`src/hw/rtl/mbps_pkg.sv`:
```
// Shared types, constants and helpers for the masked byte pattern search.
// Used by the cell, the top level and the checker; depends on nothing else.
`default_nettype none

package mbps_pkg;

  localparam int unsigned MaxPatLen = 32;
  localparam int unsigned CellIdxW  = $clog2(MaxPatLen);
  localparam int unsigned LenW      = 6;
  localparam int unsigned CntW      = 64;
  localparam int unsigned AddrW     = 64;
  localparam int unsigned CfgDataW  = 64;
  localparam int unsigned CfgIdxW   = 3;
  localparam int unsigned NumPatWords = (MaxPatLen + 7) / 8;

  typedef enum logic [CfgIdxW-1:0] {
    CFG_PAT_WORD0 = 3'd0,
    CFG_PAT_WORD1 = 3'd1,
    CFG_PAT_WORD2 = 3'd2,
    CFG_PAT_WORD3 = 3'd3,
    CFG_CARE_MASK = 3'd4,
    CFG_PAT_LEN   = 3'd5,
    CFG_BASE      = 3'd6
  } cfg_idx_e;

  typedef logic [NumPatWords-1:0][63:0] pat_words_t;

  // What one window cell compares its byte against.
  typedef struct packed {
    logic       active;
    logic       care;
    logic [7:0] pat_byte;
  } cell_cmp_t;

  function automatic logic [7:0] pattern_byte(input pat_words_t words,
                                              input logic [CellIdxW-1:0] k);
    logic [CellIdxW-4:0] word_sel;
    logic [2:0]          byte_sel;
    word_sel = k[CellIdxW-1:3];
    byte_sel = k[2:0];
    return words[word_sel][{byte_sel, 3'b000} +: 8];
  endfunction

endpackage

`default_nettype wire

```
`src/hw/rtl/mbps_cell.sv`:
```
// One window cell: holds one region byte, passes it on to the next cell on
// every accepted item and compares it against its selected pattern byte.
// Depends on mbps_pkg.
`default_nettype none

module mbps_cell (
  input  wire logic                clk,
  input  wire logic                shift_en,
  input  wire logic [7:0]          byte_in,
  input  wire mbps_pkg::cell_cmp_t cmp,
  output logic [7:0]               byte_q,
  output logic                     ok
);

  always_ff @(posedge clk) begin
    if (shift_en) begin
      byte_q <= byte_in;
    end
  end

  // Cells beyond the pattern length and wildcard positions always pass.
  assign ok = !cmp.active || !cmp.care || (byte_q == cmp.pat_byte);

endmodule

`default_nettype wire

```
`config.mk`:
```
export PLATFORM = sky130hd
export DESIGN_NAME = mbps_cell
export DESIGN_NICKNAME = d
export VERILOG_FILES = /design/src/hw/rtl/mbps_pkg.sv /design/src/hw/rtl/mbps_cell.sv
export SDC_FILE = /design/constraint.sdc
export NUM_CORES = 1
export LEC_CHECK = 0
export BUFFER_PORTS_ARGS = -buffer_cell sky130_fd_sc_hd__buf_2
export CAP_MARGIN = 20
export CORE_AREA = 2 2 39 41
export CTS_BUF_LIST = sky130_fd_sc_hd__clkbuf_16
export DETAILED_ROUTE_END_ITERATION = 10
export DIE_AREA = 0 0 41 43
export HOLD_SLACK_MARGIN = 0.02
export SLEW_MARGIN = 25
export SYNTH_ARGS = -nofsm -noshare
export SYNTH_HDL_FRONTEND = slang
export SYNTH_SLANG_ARGS = --single-unit
export TNS_END_PERCENT = 10
```
`constraint.sdc`:
```
create_clock -name clk -period 1.1 [get_ports clk]
set_input_delay 0.275 -clock clk [delete_from_list [all_inputs] [get_ports clk]]
set_output_delay 0.275 -clock clk [all_outputs]
set_load 0.01 [all_outputs]
```
==> results of run 1 <==
-- metal layers --
| metal | vias to the layer above | GRT usage | routed length (um) |
|---|---|---|---|
| li1 | 133 | - | - |
| met3 | 2 | 0.0314 | 34 |
| met5 | - | 0 | 0 |
| met4 | 0 | 0.0600 | 7 |
| met2 | 6 | 0.150 | 433 |
| met1 | 130 | 0.0912 | 225 |
-- cells by family (layout without fill, tap and decap cells) --
| family | Yosys count | after routing |
|---|---|---|
| flip-flops | 8 | 8 |
| AND/OR/NAND/NOR | 2 | 2 |
| XOR/XNOR | 8 | 8 |
| buffers and inverters | 0 | 31 |
| AO/OA/AOI/OAI | 1 | 1 |
-- cell type report --
class	count	area (um2)	area share
Multi-Input combinational cell	11	95.1	0.167
Clock buffer	3	75.1	0.132
Sequential cell	8	240	0.421
Tap cell	16	20.0	0.0351
Timing Repair Buffer	28	140	0.246
-- Yosys cell counts --
master and number:
edfxtp_1 8, xnor2_1 8, nand4_1 2, o211ai_2 1
-- critical path, delay by kind of cell, from the launching register on --
family / cells / cell delay (ns)
AOI/OAI and AO/OA: 1 / 0.17
xor gates and xnor gates: 1 / 0.15
buffers and inverters: 1 / 0.15
DFF: 1 / 0.39
and+or+nand+nor: 1 / 0.12
-- power by group through the flow --
stage | Combinational [mW] | Clock (mW) | Sequential, mW
2_1_floorplan | 0.0370 | 0 | 0.397
4_1_cts | 0.120 | 0.605 | 0.380
3_5_place_dp | 0.119 | 0 | 0.385
5_1_grt | 0.129 | 0.625 | 0.383
6_report | 0.117 | 0.594 | 0.379
3_3_place_gp | 0.118 | 0 | 0.384
-- through the flow --
stage          std cells   util  power, mW
2_1_floorplan         19      -      0.434
3_3_place_gp          63  0.358      0.502
3_5_place_dp          63  0.358      0.504
4_1_cts               66  0.412       1.10
5_1_grt               66  0.412       1.14
6_report              66  0.412       1.09
-- what timing repair did --
item / 4_1_cts / 5_1_grt
pin swaps: 0 / 2
gates cloned: 0 / 0
setup endpoints to repair: 1 / 1
-- layout by cell type (no fill, tap or decap) --
cell type | synthesis | routed
buf_2 | 0 | 28
clkbuf_16 | 0 | 3
edfxtp_1 | 8 | 8
nand4_1 | 2 | 2
o211ai_2 | 1 | 1
xnor2_1 | 8 | 8
-- worst paths after layout --
kind	from	endpoint	slack [ns]	cells after the start
worst max-delay path	byte_q[2]$_DFFE_PP_	ok	-0.38	4
worst min-delay path	byte_in[4]	byte_q[4]$_DFFE_PP_	0.23	1
==> results_dict.tcl, run 1 <==
set metrics [dict create \
    tightest_slew_ns 0.177 \
    peakVddDrop_mv 0.995 \
    placementRows 14 \
    pre_cts_slack_ns -0.151 \
    nets 72 \
    antenna_cells 0 \
    ys_seq_area_frac 0.716 \
    cp-start-kind "flip-flop" \
    largest_register "byte_q" \
    portBuffers 28 \
    cts_tree "built" \
    synth-seq-cells 8 \
    ctsRootBufferMaster "clkbuf_16" \
    critPathCaptureType "output port" \
    muxShareOfSynthArea 0 \
    numCtsBuffers 3 \
    core_area_mm2 0.00138 \
    final_max_slew_viol_count 0 \
    rsz0062_at_grt "yes" \
    grt_pass1_wl_um 1050 \
    fin_ws_ns -0.383 \
    synth_simple_gate_area_frac 0.0373 \
    violations "negative setup slack" \
    status "finished, violations left" \
    post-route-period-util 1.35 \
    grt_max_degree 9 \
    top_regs "byte_q x8" \
    h-tree-depth 1 \
    final_cell_area_um2 571 \
    ys_warn_count 0 \
    num-fill-cells 130 \
    power.leakage_nw 0.247 \
    grt_antenna_before_repair 0 \
    wl_per_cell_um 10.6 \
    grt_pass1_vias 279 \
    critPathSlowestCell "edfxtp_1" \
    die_h_um 43 \
    largest_register_ffs 8 \
    area_growth_pct 70.1 \
    synth_xor_area_frac 0.209 \
    dr.first_iter.drc_count 1 \
    crit_arrival_ns 1.21 \
    synthCells 19 \
    whs_ns 0.225 \
    clkSlewWorstSetupHoldPaths_ns 0.04 \
    finalWirelength_um 701 \
    cts_setup_buffers 0 \
    ios 29 \
    finalSetupViolations 1 \
    via_per_inst 4.11 \
    yosysTopAreaCell "edfxtp_1" \
    intPower_mw 0.899 \
    placed_area_um2 495 \
    criticalPathCategory "reg2out" \
    pwr-share-comb 0.108 \
    cts_resized 0 \
    drv_cap 0 \
    synth_top_family_by_area "XOR/XNOR gates" \
    cp_max_fo 2 \
    via_count 271 \
    final_layout_size_suffix_gt1_frac 0.640 \
    netlist_area_um2 335 \
    synth_top_area_share 0.716 \
    dieWidth_um 41 \
    pwr-share-clk 0.544 \
    grt_overflow 0 \
    initial_core_util 0.242 \
    post-route-drc-count 0 \
    gr-usage-all-layers 0.0917 \
    crit_path_cell_trace "xnor2_1 > nand4_1 > o211ai_2 > buf_2" \
    p_switching_mw 0.192 \
    layout_min_cycle_time_ns 1.48 \
    powerDensity_mw_per_mm2 1910 \
    sequentialPowerShare 0.348 \
    crit_required_ns 0.82 \
    clock_sinks 8 \
    syn-num-nets 39 \
    synth_cell_types 4 \
    switching_share 0.176 \
    fmax_ghz 0.674 \
    syn_area_per_cell_um2 17.6 \
    maxSlewHeadroom 0.882 \
    min_path_type "in2reg" \
    slowest_delay_ns 0.39 \
    hold_viol 0 \
    fin_tns_setup_ns -0.383 \
    die_area_mm2 0.00176 \
    ant_nets 0 \
    synthAdderAreaFrac 0 \
    finalWeightedCongestion 0.633 \
    ys_top_cells_by_area "edfxtp_1, xnor2_1, nand4_1, o211ai_2" \
    synth_compound_area_frac 0.0373 \
    cts_max_path_buffers 2 \
    dr.pass1.iters 4 \
    cts_hold_buffers 0 \
]
(Power assumes the default switching activity.)
==> run 2, diff against run 1 <==
--- a/config.mk
+++ b/config.mk
@@ -7,11 +7,13 @@
 export LEC_CHECK = 0
 export BUFFER_PORTS_ARGS = -buffer_cell sky130_fd_sc_hd__buf_2
 export CAP_MARGIN = 20
-export CORE_AREA = 2 2 39 41
+export CELL_PAD_IN_SITES_DETAIL_PLACEMENT = 2
+export CELL_PAD_IN_SITES_GLOBAL_PLACEMENT = 2
+export CORE_UTILIZATION = 19
 export CTS_BUF_LIST = sky130_fd_sc_hd__clkbuf_16
 export DETAILED_ROUTE_END_ITERATION = 10
-export DIE_AREA = 0 0 41 43
 export HOLD_SLACK_MARGIN = 0.02
+export PLACE_DENSITY_LB_ADDON = 0.1
 export SLEW_MARGIN = 25
 export SYNTH_ARGS = -nofsm -noshare
 export SYNTH_HDL_FRONTEND = slang
==> results_dict.tcl, run 2 (synthesis results as in run 1) <==
set metrics [dict create \
    status "finished, violations left" \
    violations "negative setup slack" \
    via_count 270 \
    finalWirelength_um 785 \
    cts_tree "built" \
    tightest_slew_ns 0.177 \
    crit_required_ns 0.82 \
    via_per_inst 4.09 \
    die_area_mm2 0.00194 \
    final_cell_mix "buf_2, edfxtp_1, xnor2_1, clkbuf_16" \
    slowest_delay_ns 0.40 \
    cp-start-kind "flip-flop" \
    largest_register_ffs 8 \
    maxSlewHeadroom 0.882 \
    min_path_type "in2reg" \
    num-fill-cells 165 \
    largest_register "byte_q" \
    fmax_ghz 0.661 \
    critPathSlowestCell "edfxtp_1" \
    final_max_slew_viol_count 0 \
    post-route-period-util 1.38 \
    final_cell_area_um2 586 \
    ctsRootBufferMaster "clkbuf_16" \
    grt_pass1_vias 316 \
    worst_path_dominant_cell_family "flip-flops" \
    hold_viol 0 \
    numCtsBuffers 3 \
    peakVddDrop_mv 1.40 \
    core_area_mm2 0.00158 \
    final_common_cell "buf_2" \
    powerDensity_mw_per_mm2 1880 \
    initial_core_util 0.213 \
    h-tree-depth 1 \
    antenna_cells 0 \
    placementRows 14 \
    ios 29 \
    post-route-drc-count 0 \
    wl_per_cell_um 11.9 \
    finalWeightedCongestion 0.608 \
    fin_ws_ns -0.413 \
    fin_tns_setup_ns -0.413 \
    final_layout_size_suffix_gt1_frac 0.680 \
    regArea_um2 240 \
    cts_max_path_buffers 2 \
    area_growth_pct 74.6 \
    portBuffers 28 \
    multiInputGateArea_um2 110 \
    power.leakage_nw 0.258 \
    grt_overflow 0 \
    grt_max_degree 9 \
    grt_pass1_wl_um 1350 \
    cts_hold_buffers 0 \
    crit_path_cell_trace "xnor2_1 > nand4_1 > o211ai_2 > buf_2" \
    gr-usage-all-layers 0.0976 \
    timing.critical_path.buf_inv 1 \
    finalSetupViolations 1 \
    critPathCaptureType "output port" \
    clock_sinks 8 \
    clkSlewWorstSetupHoldPaths_ns 0.04 \
    crit_arrival_ns 1.24 \
    placed_area_um2 495 \
    die_h_um 44.0 \
    dr.first_iter.drc_count 0 \
    whs_ns 0.223 \
    cts_setup_buffers 0 \
    layout_min_cycle_time_ns 1.51 \
    dieWidth_um 44.0 \
    cp_max_fo 2 \
    top_regs "byte_q x8" \
    p_total_mw 1.10 \
    ant_nets 0 \
    dr.pass1.iters 1 \
    rsz0062_at_grt "yes" \
    criticalPathCategory "reg2out" \
    drv_cap 0 \
    nets 72 \
    grt_antenna_before_repair 0 \
]
[run 2: cell counts in the layout (fill, tap and decap cells not counted)]
Identical to the previous run, type by type.
[run 2: final timing paths]
check / startpoint / to / slack [ns] / cells past startpoint
max: byte_q[1]$_DFFE_PP_ / ok / -0.41 / 4
min: byte_in[3] / byte_q[3]$_DFFE_PP_ / 0.22 / 1
[run 2: per-layer routing]
layer | wire (um) | up-vias | track usage
li1 | - | 134 | -
met1 | 277 | 125 | 0.115
met2 | 467 | 11 | 0.171
met3 | 40 | 0 | 0.0245
met4 | 0 | 0 | 0.0364
met5 | 0 | - | 0
[run 2: final cells by class]
cell class | instances | area share
flip-flops and latches | 8 | 0.410
repair buffers | 28 | 0.239
multi-input cells | 11 | 0.188
clock buffers | 3 | 0.128
well taps | 16 | 0.0342
[run 2: power breakdown]
group          total [mW]  internal [mW]  switching (mW)
combinational       0.124         0.0714          0.0525
sequential          0.383          0.366          0.0166
clock               0.592          0.467           0.125
[run 2: what timing repair did]
item	in CTS	in global routing
resized for setup	0	2
hold endpoints to repair	0	0
pin swaps	3	1
gates cloned	0	0
setup endpoints to repair	1	1
[run 2: through the flow]
| step | utilization | cells | worst slack, ns |
|---|---|---|---|
| after floorplan | - | 19 | -0.0804 |
| after global placement | 0.314 | 63 | -0.150 |
| after detailed placement | 0.314 | 63 | -0.206 |
| after CTS | 0.362 | 66 | -0.441 |
| after global routing | 0.371 | 66 | -0.498 |
| final | 0.371 | 66 | -0.413 |
